[src/rtl/icc_pkg.sv]
package icc_pkg;

  // Default coordinate width (signed fixed point).
  localparam int unsigned COORD_BITS_DEF = 16;

  // Configuration register indexes.
  localparam int unsigned CFG_IDX_W = 3;
  localparam logic [CFG_IDX_W-1:0] REG_A_X  = 3'd0;
  localparam logic [CFG_IDX_W-1:0] REG_A_Y  = 3'd1;
  localparam logic [CFG_IDX_W-1:0] REG_B_X  = 3'd2;
  localparam logic [CFG_IDX_W-1:0] REG_B_Y  = 3'd3;
  localparam logic [CFG_IDX_W-1:0] REG_C_X  = 3'd4;
  localparam logic [CFG_IDX_W-1:0] REG_C_Y  = 3'd5;

  // Setup sequencer states.
  typedef enum logic [2:0] {
    ST_IDLE,
    ST_MAC,
    ST_DIV_LOAD,
    ST_DIV,
    ST_DIV_END
  } setup_state_e;

  // Multiply-accumulate steps of the triangle setup.
  typedef enum logic [3:0] {
    STEP_U1SQ,
    STEP_W1,
    STEP_U2SQ,
    STEP_W2,
    STEP_K1A,
    STEP_K1,
    STEP_K2A,
    STEP_K2,
    STEP_K3A,
    STEP_K3,
    STEP_NX,
    STEP_NY
  } mac_step_e;

  // Status of the triangle setup, seen by the datapath.
  typedef struct packed {
    logic busy;
    logic degenerate;
    logic clipped;
  } icc_status_t;

endpackage

[src/rtl/icc_fifo.sv]
module icc_fifo #(
  parameter int unsigned W = 34
) (
  input  logic         clk_i,
  input  logic         rst_ni,
  input  logic         push_i,
  input  logic [W-1:0] data_i,
  output logic         full_o,
  input  logic         pop_i,
  output logic [W-1:0] data_o,
  output logic         empty_o
);
  import icc_pkg::*;

  logic [W-1:0] mem_q [2];
  logic         wr_ptr_q, wr_ptr_d;
  logic         rd_ptr_q, rd_ptr_d;
  logic [1:0]   cnt_q, cnt_d;

  assign full_o  = (cnt_q == 2'd2);
  assign empty_o = (cnt_q == 2'd0);
  assign data_o  = mem_q[rd_ptr_q];

  // Pointer and fill count update.
  always_comb begin
    wr_ptr_d = push_i ? ~wr_ptr_q : wr_ptr_q;
    rd_ptr_d = pop_i ? ~rd_ptr_q : rd_ptr_q;
    cnt_d    = cnt_q + {1'b0, push_i} - {1'b0, pop_i};
  end

  always_ff @(posedge clk_i or negedge rst_ni) begin
    if (!rst_ni) begin
      wr_ptr_q <= 1'b0;
      rd_ptr_q <= 1'b0;
      cnt_q    <= 2'd0;
    end else begin
      wr_ptr_q <= wr_ptr_d;
      rd_ptr_q <= rd_ptr_d;
      cnt_q    <= cnt_d;
    end
  end

  // Entry storage.
  always_ff @(posedge clk_i) begin
    if (push_i) begin
      mem_q[wr_ptr_q] <= data_i;
    end
  end

endmodule

[config.mk]
export PLATFORM = sky130hd
export DESIGN_NAME = icc_fifo
export DESIGN_NICKNAME = d
export VERILOG_FILES = /design/src/rtl/icc_pkg.sv /design/src/rtl/icc_fifo.sv
export SDC_FILE = /design/constraint.sdc
export NUM_CORES = 1
export LEC_CHECK = 0
export ABC_AREA = 1
export BUFFER_PORTS_ARGS = -buffer_cell sky130_fd_sc_hd__buf_2
export CAP_MARGIN = 0
export CORE_ASPECT_RATIO = 1.5
export CORE_MARGIN = 4
export CORE_UTILIZATION = 43
export DETAILED_ROUTE_END_ITERATION = 16
export PLACE_DENSITY_LB_ADDON = 0.15
export SLEW_MARGIN = 20
export SYNTH_ARGS = -nofsm -noshare
export SYNTH_HDL_FRONTEND = slang
export SYNTH_SLANG_ARGS = --single-unit
[constraint.sdc]
create_clock -name clk_i -period 3.5 [get_ports clk_i]
set_clock_uncertainty 0.2 [all_clocks]
set_input_delay 0 -clock clk_i [delete_from_list [all_inputs] [get_ports clk_i]]
set_output_delay 0 -clock clk_i [all_outputs]
set_load 0.05 [all_outputs]
==> summary.txt <==
Run status
  • Status: finished, final reports clean

Setup path
  • CP Cell Sequence: buf_4, nand2_1, o21ai_0, buf_2
  • Crit end category: output port
  • Max stage delay cell, worst path: dfrtp_2
  • Crit path max-delay family: flip-flops
  • CP max stage delay: 0.78 ns
  • Crit Path Class: reg2out
  • Crit path required time: approximately 3.3 ns
  • Crit path max fanout: 43
  • Startpoint Class: flop
  • CP bufs+invs: 2
  • Crit path DAT: slightly below 2 ns

STA
  • F_max: 457 MHz
  • Period minus WS final: 2.19 ns
  • Worst-Margin Slew: 0.976 ns
  • Final setup viols: 0
  • RSZ-0062 raised after global routing: false
  • Worst rel slew slack: 34.8%
  • Final worst path period share: between 60% and 70%
  • Slew Limit Fails: 0
  • Setup TNS: 0 ns
  • Fin. Hold Viols: 0

Clocking
  • Clock transition at path regs: 0.07 ns
  • CTS tree: done
  • Worst-Skew Late Latency: 0.33 ns
  • Max Root-Sink Buffers: 2
  • Clk sink count: between 70 and 80
  • CTS buffer count: 9
  • CTS root buf: clkbuf_8
  • H-tree depth: 3

Synth
  • Cells after synthesis: 203
  • XOR/XNOR share of the synthesized area: 0.632%
  • Yosys top cell area share: around three quarters
  • Post-Synth Adder-Cell Area: 0.903%
  • Post-synthesis simple-gate area fraction: 6.00%
  • Yosys top cell by area: edfxtp_1
  • Synth Area in Compound Gates: 6.95%
  • Main combinational cell family by area after synthesis: buffers and inverters
  • Syn_nets: 243
  • Mean Syn Cell Area: 13.7 sq um
  • Synth area leaders: edfxtp_1 (74%), inv_1 (5.6%), nand2_1 (5.4%)
  • Cell Area, Synth: 2770 sq um
  • Synth Warn #: 0
  • Post-synthesis sequential area ratio: 77.3%
  • Unique masters post-synth: 15
  • Mux share of post-synthesis cell area: 0%
  • #FFs+latches synth: 72

Detailed routing
  • First-pass iteration count of the detailed router: 4
  • Total wire length: 4.88 mm
  • Via/cell ratio: 4.40
  • Via count: 1,757
  • Average wire per standard cell: 12.2 um
  • Post-route ant nets: 0
  • Drt drc: 0
  • DRT iter0 DRCs: 46

Run
  • Total of max-cap violations: 0

Placed design
  • DPL Wire Length: roughly 3.2 mm
  • Post-DP Area: 3190 sq um
  • Port Buffers: 73
  • Gpl congestion: 0.694

Floorplan
  • IO Count: 74
  • Core area: 6220 sq um
  • Starting Density: 44.6%
  • Num rows: 35
  • Die H: 106 um
  • Die area: slightly below 8000 sq um
  • Die span in x: around 74 um

GRT
  • Global route overflow: 0
  • First-pass GRT wire length: 7.79 mm
  • Number of antenna violations at the first check in global routing: 0
  • GRT Overall Usage: a little over an eighth
  • Largest net degree at the start of global routing: 44
  • Vias in the first global route: 1,704

Cells and area
  • Layout area overhead: 35.1%
  • Nets@finish: 360
  • Share of cells above drive strength 1: 29.5%
  • N_diodes: 0
  • Most frequent cells in the layout: buf_2 (73), edfxtp_1 (68), inv_1 (41), nand2_1 (40), dlygate4sd3_1 (38)
  • Most common cell after layout, fill and taps aside: buf_2
  • Design Area, Final: about 3700 sq um
  • Fill count: 535

Pwr
  • PwrDens: 873 nW/um^2
  • Leakage: 1.64 nW
  • Maximum VDD drop: 0.629 mV

Min path
  • Hold Path Class: in2reg
## flip-flops by register name, summed over array words and instances (netlist names)
signal    cells
mem_q        68
rd_ptr_q      1
cnt_q         2
wr_ptr_q      1
## power by group
| part | internal [mW] | total, mW | switching [mW] |
|---|---|---|---|
| Sequential | 1.15 | 1.26 | 0.109 |
| Clock | 0.322 | 0.590 | 0.267 |
| Combinational | 0.312 | 1.42 | 1.11 |
## per-stage QoR
| step | utilization [%] | total power [mW] | setup slack, ns | cells | hold WS [ns] |
|---|---|---|---|---|---|
| global placement | 51.2 | 2.68 | 1.59 | 345 | -0.385 |
| floorplan | - | 2.41 | 1.03 | 203 | -0.496 |
| CTS | 60.2 | 3.32 | 1.24 | 399 | 0.172 |
| detailed placement | 51.2 | 2.69 | 1.54 | 345 | -0.383 |
| global route | 60.2 | 3.46 | 1.09 | 399 | 0.189 |
| finish | 60.2 | 3.27 | 1.31 | 399 | 0.196 |
## kinds of logic after synthesis
| group | after synthesis |
|---|---|
| flops | 72 |
| compound gates | 34 |
| fa+ha+maj | 2 |
| simple gates | 44 |
| xor+xnor | 2 |
| buf+inv | 49 |
## final cells by class
| type | instances | area [sq um] | share of cell area [%] |
|---|---|---|---|
| multi-input cells | 82 | 409 | 10.9 |
| clock buffers | 11 | 131 | 3.51 |
| well taps | 74 | 92.6 | 2.47 |
| flip-flops and latches | 72 | 2140 | 57.2 |
| repair buffers | 114 | 768 | 20.5 |
| inverters | 41 | 154 | 4.11 |
| clock inverters | 5 | 47.5 | 1.27 |
## worst paths after layout
check	end	cells after the start	slack, ns	start
worst min-delay path	mem_q[1][5]	2	0.20	data_i[5]
min in group asynchronous	wr_ptr_q	3	0.38	rst_ni
worst max-delay path	data_o[0]	4	1.31	rd_ptr_q
worst min register to register	wr_ptr_q	1	0.36	wr_ptr_q
max in group asynchronous	rd_ptr_q	3	2.53	rst_ni
worst max register to register	mem_q[1][16]	3	1.57	wr_ptr_q
## synth_stat cells
master,n
dfrtp_1,4
nand2_1,40
buf_4,1
nor2_1,3
buf_8,2
edfxtp_1,68
xor2_1,2
buf_2,3
ha_1,2
inv_1,41
o21ai_0,23
o21ai_2,6
nand3_1,1
o21ai_1,5
buf_6,2
## repair_timing
item                       CTS  global route
resized for setup            0             0
setup endpoints to repair    0             0
hold endpoints to repair    76             0
buffers inserted             0             0
hold buffers                38             0
## worst reg2reg max path: cells and delay by family (launching register included)
family                 cells  cell delay, ns
buffers and inverters      2            0.94
AND/OR/NAND/NOR            1            0.07
flip-flops                 1            0.43
## routing by layer
layer	track usage [%]	share of wire, %	vias up
met2	23.4	55	47
met3	4.82	5.7	7
met5	0	0	-
li1	-	-	912
met4	5.44	1.5	0
met1	14.1	37	791
No activity file was read; power rests on OpenSTA's default activity.
