===== src/rtl/icc_pkg.sv =====
package icc_pkg;

  // Default coordinate width (signed fixed point).
  localparam int unsigned COORD_BITS_DEF = 16;

  // Configuration register indexes.
  localparam int unsigned CFG_IDX_W = 3;
  localparam logic [CFG_IDX_W-1:0] REG_A_X  = 3'd0;
  localparam logic [CFG_IDX_W-1:0] REG_A_Y  = 3'd1;
  localparam logic [CFG_IDX_W-1:0] REG_B_X  = 3'd2;
  localparam logic [CFG_IDX_W-1:0] REG_B_Y  = 3'd3;
  localparam logic [CFG_IDX_W-1:0] REG_C_X  = 3'd4;
  localparam logic [CFG_IDX_W-1:0] REG_C_Y  = 3'd5;

  // Setup sequencer states.
  typedef enum logic [2:0] {
    ST_IDLE,
    ST_MAC,
    ST_DIV_LOAD,
    ST_DIV,
    ST_DIV_END
  } setup_state_e;

  // Multiply-accumulate steps of the triangle setup.
  typedef enum logic [3:0] {
    STEP_U1SQ,
    STEP_W1,
    STEP_U2SQ,
    STEP_W2,
    STEP_K1A,
    STEP_K1,
    STEP_K2A,
    STEP_K2,
    STEP_K3A,
    STEP_K3,
    STEP_NX,
    STEP_NY
  } mac_step_e;

  // Status of the triangle setup, seen by the datapath.
  typedef struct packed {
    logic busy;
    logic degenerate;
    logic clipped;
  } icc_status_t;

endpackage


===== src/rtl/icc_setup.sv =====
module icc_setup #(
  parameter int unsigned COORD_BITS = 16
) (
  input  logic                                 clk_i,
  input  logic                                 rst_ni,
  input  logic                                 cfg_valid_i,
  output logic                                 cfg_ready_o,
  input  logic [icc_pkg::CFG_IDX_W-1:0]        cfg_index_i,
  input  logic [COORD_BITS-1:0]                cfg_data_i,
  output logic signed [COORD_BITS-1:0]         a_x_o,
  output logic signed [COORD_BITS-1:0]         a_y_o,
  output logic signed [3*COORD_BITS+4:0]       k1_o,
  output logic signed [3*COORD_BITS+4:0]       k2_o,
  output logic signed [2*COORD_BITS+2:0]       k3_o,
  output logic signed [COORD_BITS-1:0]         center_x_o,
  output logic signed [COORD_BITS-1:0]         center_y_o,
  output icc_pkg::icc_status_t                 status_o
);
  import icc_pkg::*;

  localparam int unsigned DW = COORD_BITS + 1;
  localparam int unsigned WW = 2 * DW + 1;
  localparam int unsigned KW = 3 * DW + 2;
  localparam int unsigned NW = 3 * DW + 4;
  localparam int unsigned PW = DW + WW;
  localparam int unsigned CW = $clog2(NW);
  localparam logic [NW:0] LIM_NEG = (NW+1)'(64'd1 << (COORD_BITS - 1));
  localparam logic [NW:0] LIM_POS = LIM_NEG - (NW+1)'(1);

  setup_state_e state_q, state_d;
  mac_step_e    step_q, step_d;

  logic signed [COORD_BITS-1:0] ax_q, ay_q, bx_q, by_q, cx_q, cy_q;
  logic signed [COORD_BITS-1:0] ax_d, ay_d, bx_d, by_d, cx_d, cy_d;
  logic signed [WW-1:0] w1_q, w1_d, w2_q, w2_d;
  logic signed [NW-1:0] acc_q, acc_d, nx_q, nx_d, ny_q, ny_d;
  logic signed [KW-1:0] k1_q, k1_d, k2_q, k2_d;
  logic signed [WW-1:0] k3_q, k3_d;
  logic signed [COORD_BITS-1:0] cen_x_q, cen_x_d, cen_y_q, cen_y_d;
  logic deg_q, deg_d, clip_q, clip_d, sel_y_q, sel_y_d;
  logic [CW-1:0] cnt_q, cnt_d;
  logic [NW-1:0] n_q, n_d, q_q, q_d;
  logic [KW-1:0] r_q, r_d;
  logic          neg_q, neg_d;

  logic signed [DW-1:0] u1, v1, u2, v2, ma;
  logic signed [WW-1:0] mb;
  logic signed [PW-1:0] prod;
  logic signed [NW-1:0] prod_x, num;
  logic [WW-1:0]        k3_abs;
  logic [KW-1:0]        ad, rs;
  logic                 ge, rnd, over;
  logic [NW:0]          qr, qs, lim;
  logic [NW-1:0]        num_abs;
  logic [COORD_BITS-1:0] cval;

  assign cfg_ready_o = 1'b1;
  assign a_x_o       = ax_q;
  assign a_y_o       = ay_q;
  assign k1_o        = k1_q;
  assign k2_o        = k2_q;
  assign k3_o        = k3_q;
  assign center_x_o  = cen_x_q;
  assign center_y_o  = cen_y_q;
  assign status_o    = '{busy: (state_q != ST_IDLE), degenerate: deg_q, clipped: clip_q};

  // Edge vectors relative to vertex A.
  assign u1 = DW'(bx_q) - DW'(ax_q);
  assign v1 = DW'(by_q) - DW'(ay_q);
  assign u2 = DW'(cx_q) - DW'(ax_q);
  assign v2 = DW'(cy_q) - DW'(ay_q);

  // Shared multiplier operand selection.
  always_comb begin
    unique case (step_q)
      STEP_U1SQ: begin ma = u1; mb = WW'(u1); end
      STEP_W1:   begin ma = v1; mb = WW'(v1); end
      STEP_U2SQ: begin ma = u2; mb = WW'(u2); end
      STEP_W2:   begin ma = v2; mb = WW'(v2); end
      STEP_K1A:  begin ma = v1; mb = w2_q; end
      STEP_K1:   begin ma = v2; mb = w1_q; end
      STEP_K2A:  begin ma = u1; mb = w2_q; end
      STEP_K2:   begin ma = u2; mb = w1_q; end
      STEP_K3A:  begin ma = u1; mb = WW'(v2); end
      STEP_K3:   begin ma = v1; mb = WW'(u2); end
      STEP_NX:   begin ma = DW'(ax_q); mb = k3_q; end
      STEP_NY:   begin ma = DW'(ay_q); mb = k3_q; end
      default:   begin ma = u1; mb = WW'(u1); end
    endcase
  end

  assign prod   = ma * mb;
  assign prod_x = NW'(prod);

  // Divider operands: the divisor is |2 * K3|.
  assign k3_abs  = k3_q[WW-1] ? WW'(-k3_q) : WW'(k3_q);
  assign ad      = KW'({k3_abs, 1'b0});
  assign num     = sel_y_q ? ny_q : nx_q;
  assign num_abs = num[NW-1] ? NW'(-num) : NW'(num);
  assign rs      = {r_q[KW-2:0], n_q[NW-1]};
  assign ge      = (rs >= ad);

  // Round half away from zero, then saturate.
  assign rnd  = ({r_q, 1'b0} >= {1'b0, ad});
  assign qr   = {1'b0, q_q} + (NW+1)'(rnd);
  assign lim  = neg_q ? LIM_NEG : LIM_POS;
  assign over = (qr > lim);
  assign qs   = over ? lim : qr;
  assign cval = neg_q ? COORD_BITS'(-qs) : COORD_BITS'(qs);

  // Next state and datapath of the setup sequencer.
  always_comb begin
    state_d = state_q;
    step_d  = step_q;
    ax_d = ax_q; ay_d = ay_q; bx_d = bx_q; by_d = by_q; cx_d = cx_q; cy_d = cy_q;
    w1_d = w1_q; w2_d = w2_q; acc_d = acc_q; nx_d = nx_q; ny_d = ny_q;
    k1_d = k1_q; k2_d = k2_q; k3_d = k3_q;
    cen_x_d = cen_x_q; cen_y_d = cen_y_q;
    deg_d = deg_q; clip_d = clip_q; sel_y_d = sel_y_q;
    cnt_d = cnt_q; n_d = n_q; q_d = q_q; r_d = r_q; neg_d = neg_q;

    unique case (state_q)
      ST_IDLE: begin
      end
      ST_MAC: begin
        unique case (step_q)
          STEP_U1SQ, STEP_U2SQ, STEP_K1A, STEP_K2A, STEP_K3A: acc_d = prod_x;
          STEP_W1: w1_d = WW'(acc_q + prod_x);
          STEP_W2: w2_d = WW'(acc_q + prod_x);
          STEP_K1: k1_d = KW'(acc_q - prod_x);
          STEP_K2: k2_d = KW'(prod_x - acc_q);
          STEP_K3: k3_d = WW'(acc_q - prod_x);
          STEP_NX: nx_d = (prod_x <<< 1) - NW'(k1_q);
          STEP_NY: ny_d = (prod_x <<< 1) - NW'(k2_q);
          default: ;
        endcase
        if (step_q == STEP_NY) begin
          clip_d  = 1'b0;
          sel_y_d = 1'b0;
          if (k3_q == '0) begin
            deg_d   = 1'b1;
            cen_x_d = '0;
            cen_y_d = '0;
            state_d = ST_IDLE;
          end else begin
            deg_d   = 1'b0;
            state_d = ST_DIV_LOAD;
          end
        end else begin
          step_d = mac_step_e'(step_q + 4'd1);
        end
      end
      ST_DIV_LOAD: begin
        neg_d   = num[NW-1] ^ k3_q[WW-1];
        n_d     = num_abs;
        r_d     = '0;
        q_d     = '0;
        cnt_d   = '0;
        state_d = ST_DIV;
      end
      ST_DIV: begin
        r_d   = ge ? rs - ad : rs;
        q_d   = {q_q[NW-2:0], ge};
        n_d   = n_q << 1;
        cnt_d = cnt_q + CW'(1);
        if (cnt_q == CW'(NW - 1)) begin
          state_d = ST_DIV_END;
        end
      end
      ST_DIV_END: begin
        clip_d = clip_q | over;
        if (sel_y_q) begin
          cen_y_d = cval;
          state_d = ST_IDLE;
        end else begin
          cen_x_d = cval;
          sel_y_d = 1'b1;
          state_d = ST_DIV_LOAD;
        end
      end
      default: state_d = ST_IDLE;
    endcase

    // A write to a vertex register restarts the setup from the first step.
    if (cfg_valid_i) begin
      case (cfg_index_i)
        REG_A_X: ax_d = cfg_data_i;
        REG_A_Y: ay_d = cfg_data_i;
        REG_B_X: bx_d = cfg_data_i;
        REG_B_Y: by_d = cfg_data_i;
        REG_C_X: cx_d = cfg_data_i;
        REG_C_Y: cy_d = cfg_data_i;
        default: ;
      endcase
      if (cfg_index_i <= REG_C_Y) begin
        state_d = ST_MAC;
        step_d  = STEP_U1SQ;
      end
    end
  end

  always_ff @(posedge clk_i or negedge rst_ni) begin
    if (!rst_ni) begin
      state_q <= ST_IDLE;
      step_q  <= STEP_U1SQ;
      ax_q <= '0; ay_q <= '0; bx_q <= '0; by_q <= '0; cx_q <= '0; cy_q <= '0;
      k1_q <= '0; k2_q <= '0; k3_q <= '0;
      cen_x_q <= '0;
      cen_y_q <= '0;
      deg_q   <= 1'b1;
      clip_q  <= 1'b0;
      sel_y_q <= 1'b0;
      cnt_q   <= '0;
    end else begin
      state_q <= state_d;
      step_q  <= step_d;
      ax_q <= ax_d; ay_q <= ay_d; bx_q <= bx_d; by_q <= by_d; cx_q <= cx_d; cy_q <= cy_d;
      k1_q <= k1_d; k2_q <= k2_d; k3_q <= k3_d;
      cen_x_q <= cen_x_d;
      cen_y_q <= cen_y_d;
      deg_q   <= deg_d;
      clip_q  <= clip_d;
      sel_y_q <= sel_y_d;
      cnt_q   <= cnt_d;
    end
  end

  // Working registers of the multiply and divide steps.
  always_ff @(posedge clk_i) begin
    w1_q  <= w1_d;
    w2_q  <= w2_d;
    acc_q <= acc_d;
    nx_q  <= nx_d;
    ny_q  <= ny_d;
    n_q   <= n_d;
    q_q   <= q_d;
    r_q   <= r_d;
    neg_q <= neg_d;
  end

endmodule


===== config.mk =====
export PLATFORM = sky130hd
export DESIGN_NAME = icc_setup
export DESIGN_NICKNAME = d
export VERILOG_FILES = /design/src/rtl/icc_pkg.sv /design/src/rtl/icc_setup.sv
export SDC_FILE = /design/constraint.sdc
export NUM_CORES = 2
export LEC_CHECK = 0
export ABC_AREA = 0
export BUFFER_PORTS_ARGS = -buffer_cell sky130_fd_sc_hd__clkbuf_2
export CORE_UTILIZATION = 38
export CTS_BUF_LIST = sky130_fd_sc_hd__clkbuf_8
export CTS_CLUSTER_SIZE = 16
export DETAILED_ROUTE_END_ITERATION = 10
export PLACE_DENSITY = 0.51
export SETUP_SLACK_MARGIN = 0.05
export SLEW_MARGIN = 25
export SYNTH_ARGS = -nofsm -noshare
export SYNTH_HDL_FRONTEND = slang
export SYNTH_SLANG_ARGS = --single-unit

===== constraint.sdc =====
create_clock -name clk_i -period 12.4 [get_ports clk_i]
set_input_delay 2.48 -clock clk_i [delete_from_list [all_inputs] [get_ports clk_i]]
set_output_delay 2.48 -clock clk_i [all_outputs]
set_load 0.005 [all_outputs]

==> results.py <==
metrics = {
    "outcome": {
        "status": "complete, no violations",
    },
    "synthesis": {
        "postSynthCellCount": 7567,
        "yosys.cell_count.top_type": "inv_1",
        "synthSimpleGateAreaFrac_pct": 15.11,
        "syn-num-nets": 8654,
        "synth_xor_area_share_pct": 6.217,
        "synth_area_leaders": "edfxtp_1 17%, fa_1 17%, dfrtp_1 10%",
        "synthFlopType": "edfxtp_1",
        "ys_warn_count": 0,
        "synth-edff-count": 394,
        "synth_fa_ha_area_share_pct": 25.79,
        "synth_top_family_by_area": "adder cells",
        "async_flop_share_pct": 41.97,
        "synth_area_leader_cell": "edfxtp_1",
        "synthTopCellsByCount": "909 x inv_1, 851 x nand2_1, 631 x nor2_1, 577 x fa_1, 488 x ha_1",
        "yosysSeqAreaShare_pct": 27.70,
        "ys_types": 92,
        "synth.top_cell.area_share_pct": 17.28,
        "synthesis.area_um2": 68460,
        "synth_mux_area_share_pct": 2.761,
        "syn_area_per_cell_um2": 9.047,
        "synth_compound_area_share_pct": 15.67,
        "ys_ff_latch": 679,
    },
    "layout": {
        "multi_input_area_um2": 45650,
        "syn_to_final_growth_pct": 13.49,
        "drive_above_1_share_pct": 13.23,
        "fin_nets": 9069,
        "stdcell_count": 10450,
        "regArea_um2": 18970,
        "num-fill-cells": 17770,
    },
    "cts": {
        "numCtsBuffers": 137,
        "htreeDepth": 4,
        "cts_max_path_buffers": 3,
        "tritoncts": "built",
        "clk_pin_slew_ns": 0.05,
        "cts_hold_buf": 0,
        "clkLatencyLatePin_ns": 0.90,
        "cts_sinks": 679,
        "cts_root_buffer": "clkbuf_8",
    },
    "floorplan": {
        "die_height_um": 426.5,
        "die_area_um2": 181900,
        "core_um2": 178600,
        "start_util_pct": 38.33,
        "die_w_um": 426.5,
        "pin_count": 231,
        "num_rows": 155,
    },
    "setup_path": {
        "arrival_ns": 12.51,
        "critical-path-max-stage-delay_ns": 0.56,
        "crit_top_cell": "fa_1",
        "cp_slowest_cell": "fa_1",
        "end_kind": "flop",
        "required_ns": 13.00,
        "critPathKind": "flop to flop",
        "critPathMaxFanout": 13,
        "cp-start-kind": "flop",
    },
    "route": {
        "route.detailed.drc": 0,
        "routedWlPerCell_um": 21.99,
        "wl_um": 229800,
        "ant_nets": 0,
        "vias": 57010,
        "viasPerCell": 5.455,
        "dr.pass1.iters": 6,
        "drtIter0Drc": 4154,
    },
    "sta": {
        "worstMarginPinSlew_ns": 1.079,
        "min_period_ns": 11.90,
        "setup_violations": 0,
        "hold_viol_final": 0,
        "clock.fmax_ghz": 0.08400,
        "skew_ns": 0.05323,
        "rsz0062_at_grt": "false",
        "fin_crit_sh_pct": 96.00,
        "finalMaxSlewViolations": 0,
        "slew_headroom_pct": 27.32,
    },
    "job": {
        "cap_violations": 0,
    },
    "grt": {
        "grt_antenna_before_repair": 6,
        "grtUsageTotal_pct": 25.06,
        "grt_max_degree": 140,
        "grt_pass1_vias": 56070,
        "grt_pass1_wl_um": 347400,
        "grt_overflow": 0,
    },
    "placement": {
        "io_buffer_count": 229,
        "dpl.hpwl_um": 186300,
        "dpl.cell_count": 10190,
        "place.gp.congestion": 0.9609,
    },
    "worst_hold_path": {
        "hold_path.class": "flop to flop",
    },
}
## critical path: cells and delay by family, from the launching register on
family | cells | cell delay (ns)
DFF | 1 | 0.40
buffers and inverters | 7 | 0.89
xor gates and xnor gates | 3 | 0.54
AOI/OAI and AO/OA | 17 | 3.50
and+or+nand+nor | 12 | 1.75
adders and majority gates | 10 | 4.50
## registers in the layout (all words and copies together) (netlist names), 35 cells and up
signal and cells:
w1_q 35, nx_q 54, n_q 55, k1_o 53
acc_q 52, w2_q 35, k3_o 35, ny_q 54
r_q 53, k2_o 53, q_q 55
## through the flow
step / setup slack (ns) / cell area (um2) / utilization [%] / hold WS, ns / TNS (ns)
6_report: 0.4957 / 77700 / 43.50 / 0.4787 / 0
5_1_grt: 0.007749 / 77700 / 43.50 / 0.5098 / 0
4_1_cts: 0.04637 / 77090 / 43.16 / 0.4858 / 0
3_5_place_dp: -0.5006 / 74200 / 41.54 / 0.4738 / -4.566
3_3_place_gp: -0.3996 / 74170 / 41.53 / 0.4661 / -2.961
2_1_floorplan: 1.068 / 68460 / - / 0.4637 / 0
## logic make-up after synthesis
logic type      Yosys count
flops                   679
fa+ha+maj              1065
other cells               1
buf+inv                1216
mux                     175
xor+xnor                486
simple gates           2255
compound gates         1690
## final timing paths
kind | slack [ns] | start | cells after the start | endpoint
min | 0.48 | center_y_o[6] | 2 | center_y_o[6]
min reg2reg | 0.48 | center_y_o[6] | 2 | center_y_o[6]
max in group asynchronous | 9.22 | rst_ni | 2 | k3_o[34]
min in group asynchronous | 1.58 | rst_ni | 1 | center_x_o[8]
max reg2reg | 0.50 | a_y_o[0] | 49 | nx_q[50]
max | 0.50 | a_y_o[0] | 49 | nx_q[50]
## layer usage
| metal | routed length [um] | up-vias | part of all wire [%] | GRT usage, % |
|---|---|---|---|---|
| met1 | 101000 | 28520 | 44 | 33.99 |
| li1 | - | 26680 | - | - |
| met4 | 6038 | 0 | 2.6 | 6.924 |
| met3 | 12760 | 283 | 5.6 | 3.647 |
| met2 | 110000 | 1529 | 48 | 41.48 |
| met5 | 0 | - | 0 | 0 |
## repair_timing
item	CTS	global route
hold endpoints to repair	0	0
setup buffers	0	12
gates cloned	0	1
gates resized for setup	29	108
endpoints found under the setup margin	36	70
pin swaps	2	24
## cells in the final DEF (no fill, tap or decap), types with 42 or more instances in the layout
master	netlist	routed
fa_1	577	576
clkbuf_8	0	162
edfxtp_1	394	394
xor2_1	174	170
nand2_1	851	848
mux2i_1	64	63
o21ai_0	437	424
o21a_1	83	77
buf_4	3	328
nand2b_1	95	95
o31ai_1	49	44
xnor2_1	312	308
ha_1	488	484
a21o_1	152	152
nor3_1	114	105
nor2b_1	65	64
nand3_1	97	93
a31oi_1	53	42
nand4_1	69	69
o21bai_1	73	73
dfrtp_1	284	281
nor2_1	631	631
a21oi_1	433	420
clkbuf_2	0	228
mux2_2	111	111
inv_1	909	953
and3_1	96	90
## layout make-up
| cell class | count | share of cell area, % |
|---|---|---|
| Multi-Input combinational cell | 5672 | 58.75 |
| Sequential cell | 679 | 24.42 |
| Timing Repair Buffer | 577 | 5.053 |
| Inverter | 915 | 4.430 |
| Tap cell | 2355 | 3.792 |
| Clock buffer | 162 | 2.870 |
| Clock inverter | 88 | 0.6828 |
| Antenna cell | 2 | 0.006442 |
Power is not shown: default switching activity piles up to over one toggle a cycle in this logic, so the estimate is an artifact.
