<file path="src/rtl/icc_pkg.sv">
package icc_pkg;

  // Default coordinate width (signed fixed point).
  localparam int unsigned COORD_BITS_DEF = 16;

  // Configuration register indexes.
  localparam int unsigned CFG_IDX_W = 3;
  localparam logic [CFG_IDX_W-1:0] REG_A_X  = 3'd0;
  localparam logic [CFG_IDX_W-1:0] REG_A_Y  = 3'd1;
  localparam logic [CFG_IDX_W-1:0] REG_B_X  = 3'd2;
  localparam logic [CFG_IDX_W-1:0] REG_B_Y  = 3'd3;
  localparam logic [CFG_IDX_W-1:0] REG_C_X  = 3'd4;
  localparam logic [CFG_IDX_W-1:0] REG_C_Y  = 3'd5;

  // Setup sequencer states.
  typedef enum logic [2:0] {
    ST_IDLE,
    ST_MAC,
    ST_DIV_LOAD,
    ST_DIV,
    ST_DIV_END
  } setup_state_e;

  // Multiply-accumulate steps of the triangle setup.
  typedef enum logic [3:0] {
    STEP_U1SQ,
    STEP_W1,
    STEP_U2SQ,
    STEP_W2,
    STEP_K1A,
    STEP_K1,
    STEP_K2A,
    STEP_K2,
    STEP_K3A,
    STEP_K3,
    STEP_NX,
    STEP_NY
  } mac_step_e;

  // Status of the triangle setup, seen by the datapath.
  typedef struct packed {
    logic busy;
    logic degenerate;
    logic clipped;
  } icc_status_t;

endpackage

</file>
<file path="src/rtl/icc_front.sv">
module icc_front #(
  parameter int unsigned COORD_BITS = 16
) (
  input  logic                         clk_i,
  input  logic                         rst_ni,
  input  logic                         in_valid_i,
  output logic                         in_stall_o,
  input  logic signed [COORD_BITS-1:0] point_x_i,
  input  logic signed [COORD_BITS-1:0] point_y_i,
  input  logic signed [COORD_BITS-1:0] a_x_i,
  input  logic signed [COORD_BITS-1:0] a_y_i,
  input  logic                         hold_i,
  input  logic                         fifo_full_i,
  output logic                         push_o,
  output logic [2*COORD_BITS+1:0]      push_data_o
);
  import icc_pkg::*;

  localparam int unsigned DW = COORD_BITS + 1;

  logic                 f_valid_q, f_valid_d;
  logic signed [DW-1:0] u3_q, v3_q;
  logic                 accept;

  // The holding register drains into the queue whenever it has room.
  assign push_o      = f_valid_q && !fifo_full_i;
  assign in_stall_o  = hold_i || (f_valid_q && fifo_full_i);
  assign accept      = in_valid_i && !in_stall_o;
  assign push_data_o = {u3_q, v3_q};

  always_comb begin
    f_valid_d = accept || (f_valid_q && !push_o);
  end

  always_ff @(posedge clk_i or negedge rst_ni) begin
    if (!rst_ni) begin
      f_valid_q <= 1'b0;
    end else begin
      f_valid_q <= f_valid_d;
    end
  end

  // The point is moved to vertex A as origin on entry.
  always_ff @(posedge clk_i) begin
    if (accept) begin
      u3_q <= DW'(point_x_i) - DW'(a_x_i);
      v3_q <= DW'(point_y_i) - DW'(a_y_i);
    end
  end

endmodule

</file>
<file path="config.mk">
export PLATFORM = sky130hd
export DESIGN_NAME = icc_front
export DESIGN_NICKNAME = d
export VERILOG_FILES = /design/src/rtl/icc_pkg.sv /design/src/rtl/icc_front.sv
export SDC_FILE = /design/constraint.sdc
export NUM_CORES = 1
export LEC_CHECK = 0
export BUFFER_PORTS_ARGS = -buffer_cell sky130_fd_sc_hd__buf_2
export CORE_MARGIN = 10
export CORE_UTILIZATION = 43
export DETAILED_ROUTE_END_ITERATION = 8
export GPL_TIMING_DRIVEN = 0
export PLACE_DENSITY_LB_ADDON = 0.15
export SLEW_MARGIN = 20
export SYNTH_ARGS = -nofsm -noshare
export SYNTH_HDL_FRONTEND = slang
export SYNTH_SLANG_ARGS = --single-unit
export TNS_END_PERCENT = 5
</file>
<file path="constraint.sdc">
create_clock -name clk_i -period 1.8 [get_ports clk_i]
set_clock_uncertainty 0.1 [all_clocks]
set_input_delay 0.36 -clock clk_i [delete_from_list [all_inputs] [get_ports clk_i]]
set_output_delay 0.36 -clock clk_i [all_outputs]
set_load 0.05 [all_outputs]
</file>
==> reports/metrics.cfg, run 1 <==
[die]
die_h_um=100
start_util_pct=43.9
ios=105
rows=29
die_x_um=100
core_um2=6310
dieArea_um2=10100

[global_routing]
grt_pass1_wl_um=10600
globalRouteTotalUtil_pct=12.6
grt_pass1_vias=2412
antenna_found_initial=0
grt_max_degree=32
grt-ovfl-total=0

[place]
gp_congestion=0.812
io_buffers=104
dpl.hpwl_um=5360

[synth]
ys.flop_type=edfxtp_1
yosysSeqAreaShare_pct=37.7
syn_inst=285
ys_seq_elements=35
syn_area_um2=2770
ys_warn_count=0
synth_common_cells=inv_1 (47), edfxtp_1 (34), ha_1 (32), a21oi_1 (20), nor2_1 (19)
avgSynthCellArea_um2=9.73
synth.most_common_cell=inv_1
synth_top_cell_area_share_pct=36.8
synth_area_leaders=edfxtp_1 (37%), ha_1 (14%), inv_1 (6.4%)
synthDistinctLibCells=49
synth_edf_count=34
syn_nets=388
async_flop_share_pct=2.86
synth_largest_area_cell=edfxtp_1

[sta]
worst_slew_pin_slew_ns=0.401
clock.fmax_mhz=479
setup_viol=16
layout_min_cycle_time_ns=2.09
worst_slack_ns=-0.287
hold_viol_final=0
final_max_slew_viol_count=0
rsz0062_at_grt=true
fin_crit_sh_pct=116
fin_tns_setup_ns=-2.20
relSlewSlack_pct=73.3

[setup_path]
crit_family=compound AO/OA/AOI/OAI gates
critPathKind=input pin to register
crit_fanout=4
startpoint_type=input pin
worstPathRequired_ns=1.73
cpMaxStageDelayCell=fa_2
crit_path_cell_trace=buf_8 -> inv_8 -> ha_4 -> fa_2 -> nor2b_2 -> o2111ai_2 -> a21o_1 -> a211o_1 -> nand4_1 -> o311ai_1
cp.arrival_ns=2.01
r2r_setup_slack_ns=0.35
crit_buf_inv=2
cp-end-kind=register
max_stage_delay_ns=0.36

[routing]
totalWireLength_um=6750
drc_errors=0
drt_iter0_drc=68
wl_per_cell_um=14.1
via_per_inst=5.04
num_vias=2418
ant_nets=0
firstDrtPassIters=4

[power_and_ir_drop]
power_mw=2.68
vdd_drop_max_mv=0.360
power.leakage_nw=1.78
power.density_nw_per_um2=709

[final_layout]
finalNetCount=505
syn_to_final_growth_pct=36.1
drive_gt1_share_pct=38.7
n_antenna_cell=0
fillers=568

[clock_tree]
cts_tree=yes
root_buffer=clkbuf_8
clockBufferDepth=2
htree_levels=2
cts.sink_count=35
clk_latency_ns=0.28
clkTransAtPathRegs_ns=0.08
cts_buffers=5

[status]
status=finished, violations left
violations=negative setup slack

[run]
max_cap_viol_count=0

[min_path]
hp-class=input pin to register

==> registers in the layout, indices dropped and copies added (netlist names) <==
signal,count
f_valid_q,1
u3_q,17
v3_q,17
==> kinds of logic (layout without fill, tap and decap cells) <==
family | count (synthesis) | after routing | synth area share [%]
compound gates | 79 | 79 | 20.9
xor+xnor | 20 | 20 | 6.32
fa+ha+maj | 34 | 34 | 15.9
buf+inv | 52 | 170 | 7.08
flops | 35 | 35 | 37.7
mux | 1 | 1 | 0.406
simple gates | 64 | 64 | 11.7
==> metrics by stage <==
stage | cells | area, um2 | util, % | hold slack [ns] | setup slack [ns]
after floorplan | 285 | 2800 | - | -0.0356 | -0.419
after global placement | 466 | 3420 | 54.1 | 0.0352 | -0.761
after detailed placement | 467 | 3440 | 54.5 | 0.0410 | -0.781
after CTS | 480 | 3690 | 58.5 | 0.212 | -0.319
after global routing | 480 | 3770 | 59.8 | 0.214 | -0.354
final | 480 | 3770 | 59.8 | 0.226 | -0.287
==> final timing paths <==
path | from | endpoint | cells after the start
min in group asynchronous | rst_ni | f_valid_q | 2
worst max-delay path | point_y_i[0] | v3_q[14] | 10
worst min register to register | f_valid_q | f_valid_q | 1
max in group asynchronous | rst_ni | f_valid_q | 2
worst max register to register | f_valid_q | u3_q[5] | 3
worst min-delay path | fifo_full_i | f_valid_q | 2
==> what timing repair did <==
item	CTS	global route
pin swaps	18	11
resized for setup	29	22
hold buffers	1	0
setup endpoints to repair	18	20
setup buffers	4	0
hold endpoints to repair	1	0
==> layout by cell type (no fill, tap or decap), drive strengths merged, types with 5 or more instances in the layout <==
cell type / n
a21o: 14
a31oi: 5
xnor2: 12
edfxtp: 34
nor2b: 8
ha: 32
buf: 110
nor2: 19
xor2: 8
o21ai: 8
a21oi: 21
clkbuf: 11
o21a: 7
inv: 47
nand2: 13
==> layout make-up <==
cell class | count | area [um2] | area share (%)
Timing Repair Buffer | 110 | 613 | 16.2
Inverter | 47 | 186 | 4.94
Buffer | 5 | 27.5 | 0.729
Clock buffer | 7 | 86.3 | 2.29
Tap cell | 77 | 96.3 | 2.55
Sequential cell | 35 | 1050 | 27.7
Multi-Input combinational cell | 198 | 1710 | 45.4
Clock inverter | 1 | 5.00 | 0.133
==> worst register-to-register path: stages (launching register included) <==
cell and delay (ns):
dfrtp_1 0.40, a21oi_1 0.16, and2_2 0.26, buf_12 0.23
==> metal layers <==
layer	vias to the layer above	part of all wire (%)	wire length (um)	global-route usage, %
li1	1256	-	-	-
met1	1079	43	2900	14.7
met2	79	49	3290	21.3
met3	4	7.3	494	4.26
met4	0	0.86	58	3.59
met5	-	0	0	0
==> where the power goes <==
part | total, mW | switching, mW | internal [mW]
clock network | 0.596 | 0.287 | 0.309
logic | 1.07 | 0.639 | 0.428
registers | 1.02 | 0.0161 | 0.999
(Power assumes the default switching activity.)
==> run 2: changes to the inputs <==
Settings changed: SETUP_SLACK_MARGIN set to 0.15.
==> reports/metrics.cfg, run 2 (synthesis gave the netlist of run 1 again) <==
[status]
status=finished, violations left  ; unchanged
violations=negative setup slack  ; unchanged

[power_and_ir_drop]
vdd_drop_max_mv=0.360  ; about the same
power.density_nw_per_um2=710  ; was 709 nW/um2
power.leakage_nw=1.78  ; about the same

[final_layout]
mostFrequentLayoutCells=buf_2 (100), inv_1 (45), edfxtp_1 (34), ha_1 (25), nor2_1 (19)  ; unchanged
layout_commonest_cell=buf_2  ; unchanged
fin_cells=480  ; unchanged
finalNetCount=505  ; unchanged
seqCellArea_um2=1050  ; unchanged
top_regs=u3_q: 17 flops, v3_q: 17 flops, f_valid_q: 1 flops  ; unchanged
syn_to_final_growth_pct=36.1  ; unchanged
fillers=568  ; unchanged
multi_input_area_um2=1710  ; unchanged
n_antenna_cell=0  ; unchanged
fin_area_um2=3770  ; unchanged
drive_gt1_share_pct=38.7  ; unchanged

[clock_tree]
clk_latency_ns=0.28  ; about the same
clkTransAtPathRegs_ns=0.08  ; about the same
root_buffer=clkbuf_8  ; unchanged
clockBufferDepth=2  ; unchanged
cts_tree=yes  ; unchanged
cts.sink_count=35  ; unchanged
cts_buffers=5  ; unchanged
htree_levels=2  ; unchanged

[global_routing]
antenna_found_initial=0  ; unchanged
globalRouteTotalUtil_pct=12.6  ; unchanged
grt-ovfl-total=0  ; unchanged
grt_pass1_wl_um=10600  ; unchanged
grt_pass1_vias=2410  ; was 2,412
grt_max_degree=32  ; unchanged

[setup_path]
startpoint_type=input pin  ; unchanged
crit_fanout=4  ; unchanged
worstPathRequired_ns=1.73  ; about the same
reg2reg_from=f_valid_q  ; unchanged
critPathKind=input pin to register  ; unchanged
startpoint=point_y_i[0]  ; unchanged
cp.arrival_ns=2.01  ; about the same
cp-end-kind=register  ; unchanged

[die]
dieArea_um2=10100  ; unchanged
start_util_pct=43.9  ; unchanged
core_um2=6310  ; unchanged
ios=105  ; unchanged
die_h_um=100  ; unchanged
rows=29  ; unchanged
die_x_um=100  ; unchanged

[sta]
clock.fmax_mhz=480  ; was 479 MHz
rsz0062_at_grt=true  ; unchanged
setup_viol=15  ; was 16
final_max_slew_viol_count=0  ; unchanged
fin_crit_sh_pct=116  ; about the same
worst_slack_ns=-0.285  ; was -0.287 ns
relSlewSlack_pct=73.3  ; unchanged
layout_min_cycle_time_ns=2.08  ; was 2.09 ns
worst_slew_pin_slew_ns=0.401  ; unchanged
hold_viol_final=0  ; unchanged

[routing]
firstDrtPassIters=4  ; unchanged
ant_nets=0  ; unchanged
totalWireLength_um=6750  ; unchanged
via_per_inst=5.05  ; was 5.04
wl_per_cell_um=14.1  ; unchanged
drc_errors=0  ; unchanged
drt_iter0_drc=58  ; was 68
num_vias=2422  ; was 2,418

[place]
place_inst=467  ; unchanged
io_buffers=104  ; unchanged
place_area_um2=3440  ; unchanged
dpl.hpwl_um=5360  ; unchanged
gp_congestion=0.812  ; unchanged
pre_cts_slack_ns=-0.781  ; unchanged

[min_path]
min_from=fifo_full_i  ; unchanged
hp-class=input pin to register  ; unchanged

[run]
max_cap_viol_count=0  ; unchanged

## run 2: cell counts in the layout (fill, tap and decap cells not counted)
No cell type changed its count.
## run 2: layout make-up
type	count	share of cell area, %
clock inverter	1	0.133
tap	77	2.55
multi-input combinational	198	45.4
inverter	47	4.94
timing repair buffer	110	16.2
buffer	5	0.729
clock buffer	7	2.29
sequential	35	27.7
## run 2: final timing paths
check	to	slack [ns]	depth (start not counted)
worst max register to register	u3_q[5]	0.35	3
worst min-delay path	f_valid_q	0.22	2
min in group asynchronous	f_valid_q	0.28	2
worst max-delay path	v3_q[14]	-0.28	10
worst min register to register	f_valid_q	0.42	1
max in group asynchronous	f_valid_q	1.23	2
## run 2: per-layer routing
layer  global-route usage, %  wire length (um)
met2                    21.3              3270
met5                       0                 0
met4                    3.59                83
met3                    4.26               497
met1                    14.7              2910
## run 2: per-stage QoR
stage	power, mW	setup TNS, ns	util [%]	hold slack (ns)
after floorplan	1.76	-8.12	-	-0.0356
after global placement	1.98	-33.22	54.1	0.0352
after detailed placement	2.00	-11.65	54.5	0.0410
after CTS	2.67	-2.79	58.5	0.212
after global routing	2.84	-3.64	59.8	0.214
final	2.68	-2.17	59.8	0.224
## run 2: timing repair
| action | 4_1_cts | 5_1_grt |
|---|---|---|
| hold buffers | 1 | 0 |
| resized for setup | 29 | 23 |
| hold endpoints to repair | 1 | 0 |
| pin swaps | 19 | 11 |
| setup endpoints to repair | 23 | 22 |
| setup buffers | 4 | 0 |
## run 2: report_power, final
part	switching [mW]	total [mW]	internal [mW]
clock	0.289	0.598	0.309
sequential	0.0161	1.02	0.999
combinational	0.639	1.07	0.428
total	0.944	2.68	1.74
## run 2: worst max-delay path, cell delays in order
cell       delay [ns]
buf_8            0.08
inv_8            0.03
ha_4             0.15
fa_2             0.36
nor2b_2          0.16
o2111ai_2        0.14
a21o_1           0.21
a211o_1          0.32
nand4_1          0.12
o311ai_1         0.09
==> run 3: changes to the inputs <==
--- a/config.mk
+++ b/config.mk
@@ -10,2 +10,3 @@
 export CORE_UTILIZATION = 43
+export CTS_BUF_LIST = sky130_fd_sc_hd__clkbuf_16
 export DETAILED_ROUTE_END_ITERATION = 8
==> constraint.sdc (replaced) <==
create_clock -name clk_i -period 1.8 [get_ports clk_i]
set_clock_uncertainty 0.1 [all_clocks]
set_input_delay 0.09 -clock clk_i [delete_from_list [all_inputs] [get_ports clk_i]]
set_output_delay 0.09 -clock clk_i [all_outputs]
set_load 0.05 [all_outputs]
==> reports/metrics.cfg, run 3 (synthesis gave the netlist of run 1 again) <==
[global_routing]
grt_pass1_vias=2420  ; was 2,410
globalRouteTotalUtil_pct=12.7  ; was 12.6%
gr-usage-met2_pct=22.0  ; was 21.3%
use_met3_pct=4.26  ; unchanged
grt-ovfl-total=0  ; unchanged
grt_max_degree=32  ; unchanged
gr-max-usage-layer=met2  ; unchanged
grt_util_met1_pct=14.5  ; was 14.7%
grt_pass1_wl_um=10700  ; was 10,600 um
antenna_found_initial=0  ; unchanged

[power_and_ir_drop]
internal_power_mw=1.90  ; was 1.74 mW
p_sw_share_pct=33.6  ; was 35.2%
power.leakage_nw=1.79  ; was 1.78 nW
seqPwrFrac_pct=35.5  ; was 37.9%
vdd_drop_max_mv=0.426  ; was 0.360 mV
combPwrFrac_pct=36.1  ; was 39.8%
power.density_nw_per_um2=767  ; was 710 nW/um2
p_clk_share_pct=28.4  ; was 22.3%
p_sw_mw=0.962  ; was 0.944 mW

[routing]
wl_per_cell_um=14.2  ; was 14.1 um
totalWireLength_um=6810  ; was 6750 um
drt_iter0_drc=54  ; was 58
firstDrtPassIters=4  ; unchanged
via_per_inst=5.05  ; about the same
ant_nets=0  ; unchanged
num_vias=2419  ; was 2,422
drc_errors=0  ; unchanged

[setup_path]
cp.arrival_ns=1.80  ; was 2.01 ns
cp-end-kind=register  ; unchanged
r2r_setup_slack_ns=0.36  ; was 0.35 ns
crit_fanout=4  ; unchanged
worstPathRequired_ns=1.72  ; was 1.73 ns
critPathKind=input pin to register  ; unchanged
max_stage_delay_ns=0.29  ; was 0.36 ns
reg2reg_from=f_valid_q  ; unchanged
crit_path_cell_trace=buf_2 -> inv_1 -> ha_1 -> nor2b_1 -> o31a_1 -> o31ai_4 -> o21ai_2 -> and4b_1 -> or3_1  ; was buf_8 -> inv_8 -> ha_4 -> fa_2 -> nor2b_2 -> o2111ai_2 -> a21o_1 -> a211o_1 -> nand4_1 -> o311ai_1
crit_buf_inv=2  ; unchanged
cpMaxStageDelayCell=o31a_1  ; was fa_2
crit_family=compound AO/OA/AOI/OAI gates  ; unchanged
startpoint_type=input pin  ; unchanged
rr_endpoint=u3_q[5]  ; unchanged
r2r_cells=3  ; unchanged

[die]
die_h_um=100  ; unchanged
rows=29  ; unchanged
die_x_um=100  ; unchanged
core_um2=6310  ; unchanged
ios=105  ; unchanged
start_util_pct=43.9  ; unchanged
dieArea_um2=10100  ; unchanged

[place]
gp_congestion=0.812  ; unchanged
pre_cts_slack_ns=-0.511  ; was -0.781 ns
place_inst=467  ; unchanged
io_buffers=104  ; unchanged
dpl.hpwl_um=5360  ; unchanged

[sta]
clock.fmax_mhz=533  ; was 480 MHz
worst_slack_ns=-0.0744  ; was -0.285 ns
relSlewSlack_pct=73.3  ; unchanged
setup_viol=3  ; was 15
hold_viol_final=0  ; unchanged
holdWs_ns=0.0268  ; was 0.224 ns
rsz0062_at_grt=true  ; unchanged
final_max_slew_viol_count=0  ; unchanged
layout_min_cycle_time_ns=1.87  ; was 2.08 ns
worst_slew_pin_slew_ns=0.401  ; unchanged
fin_crit_sh_pct=104  ; was 116%
fin_tns_setup_ns=-0.133  ; was -2.17 ns

[status]
violations=negative setup slack  ; unchanged
status=finished, violations left  ; unchanged

[final_layout]
fin_cells=479  ; was 480
n_antenna_cell=0  ; unchanged
syn_to_final_growth_pct=34.8  ; was 36.1%
top_regs=u3_q: 17 flops, v3_q: 17 flops, f_valid_q: 1 flops  ; unchanged
layout_commonest_cell=buf_2  ; unchanged
drive_gt1_share_pct=35.3  ; was 38.7%
mostFrequentLayoutCells=buf_2 (103), inv_1 (47), edfxtp_1 (34), ha_1 (30), nor2_1 (19)  ; was buf_2 (100), inv_1 (45), edfxtp_1 (34), ha_1 (25), nor2_1 (19)
finalNetCount=504  ; was 505
fillers=568  ; unchanged

[min_path]
hp-class=input pin to asynchronous set/reset pin  ; was input pin to register

[run]
max_cap_viol_count=0  ; unchanged

[clock_tree]
clkTransAtPathRegs_ns=0.06  ; was 0.08 ns
htree_levels=2  ; unchanged
cts_buffers=5  ; unchanged
clockBufferDepth=2  ; unchanged
cts_tree=yes  ; unchanged
cts.sink_count=35  ; unchanged
root_buffer=clkbuf_16  ; was clkbuf_8
clk_latency_ns=0.27  ; was 0.28 ns

-- run 3: changes by cell type in the layout (fill, tap and decap cells not counted), sizes merged --
cell / change
clkinv: +1
dlygate4sd3: +1
inv: +1
clkbuf: -2
buf: -2
-- run 3: worst register-to-register path: stages, from the launching register on --
cell	delay, ns
dfrtp_1	0.39
a21oi_1	0.16
and2_2	0.26
buf_12	0.23
-- run 3: worst max path at each step --
stage	from	to	slack, ns	depth (start not counted)
3_5_place_dp	point_y_i[0]	v3_q[16]	-0.51	10
2_1_floorplan	a_x_i[1]	u3_q[13]	-0.15	8
6_report	a_x_i[1]	u3_q[13]	-0.07	9
4_1_cts	a_x_i[1]	u3_q[13]	-0.08	9
3_3_place_gp	f_valid_q	u3_q[16]	-0.51	2
5_1_grt	a_x_i[1]	u3_q[13]	-0.17	9
-- run 3: metrics by stage --
stage               cell area, um2  power (mW)  utilization, %
floorplan                     2800        1.76               -
global placement              3420        1.98            54.1
detailed placement            3440        2.00            54.5
CTS                           3670        2.86            58.2
global route                  3740        3.04            59.2
finish                        3740        2.86            59.2
-- run 3: area by class of cell --
type | count | area, um2 | area share, %
Buffer | 5 | 20.0 | 0.536
Clock buffer | 5 | 125 | 3.35
Clock inverter | 3 | 12.5 | 0.335
Inverter | 47 | 184 | 4.92
Multi-Input combinational cell | 198 | 1660 | 44.5
Sequential cell | 35 | 1050 | 28.0
Tap cell | 77 | 96.3 | 2.58
Timing Repair Buffer | 109 | 592 | 15.8
-- run 3: power groups by stage --
stage | combinational (mW) | sequential, mW | clock, mW
after global placement | 0.948 | 1.03 | 0
final | 1.03 | 1.02 | 0.813
after global routing | 1.14 | 1.02 | 0.875
after detailed placement | 0.972 | 1.03 | 0
after CTS | 1.01 | 1.02 | 0.837
after floorplan | 0.526 | 1.24 | 0
-- run 3: timing repair --
action | in CTS | in global routing
gates cloned | 0 | 0
resized for setup | 15 | 13
hold buffers | 2 | 0
endpoints found under the setup margin | 17 | 16
setup buffers | 2 | 0
pin swaps | 16 | 6
hold endpoints to repair | 2 | 0
-- run 3: routing by layer --
metal / share of wire [%] / vias to the layer above
met5: 0 / -
met4: 0.65 / 0
met3: 7.1 / 2
met2: 50 / 76
met1: 42 / 1088
li1: - / 1253
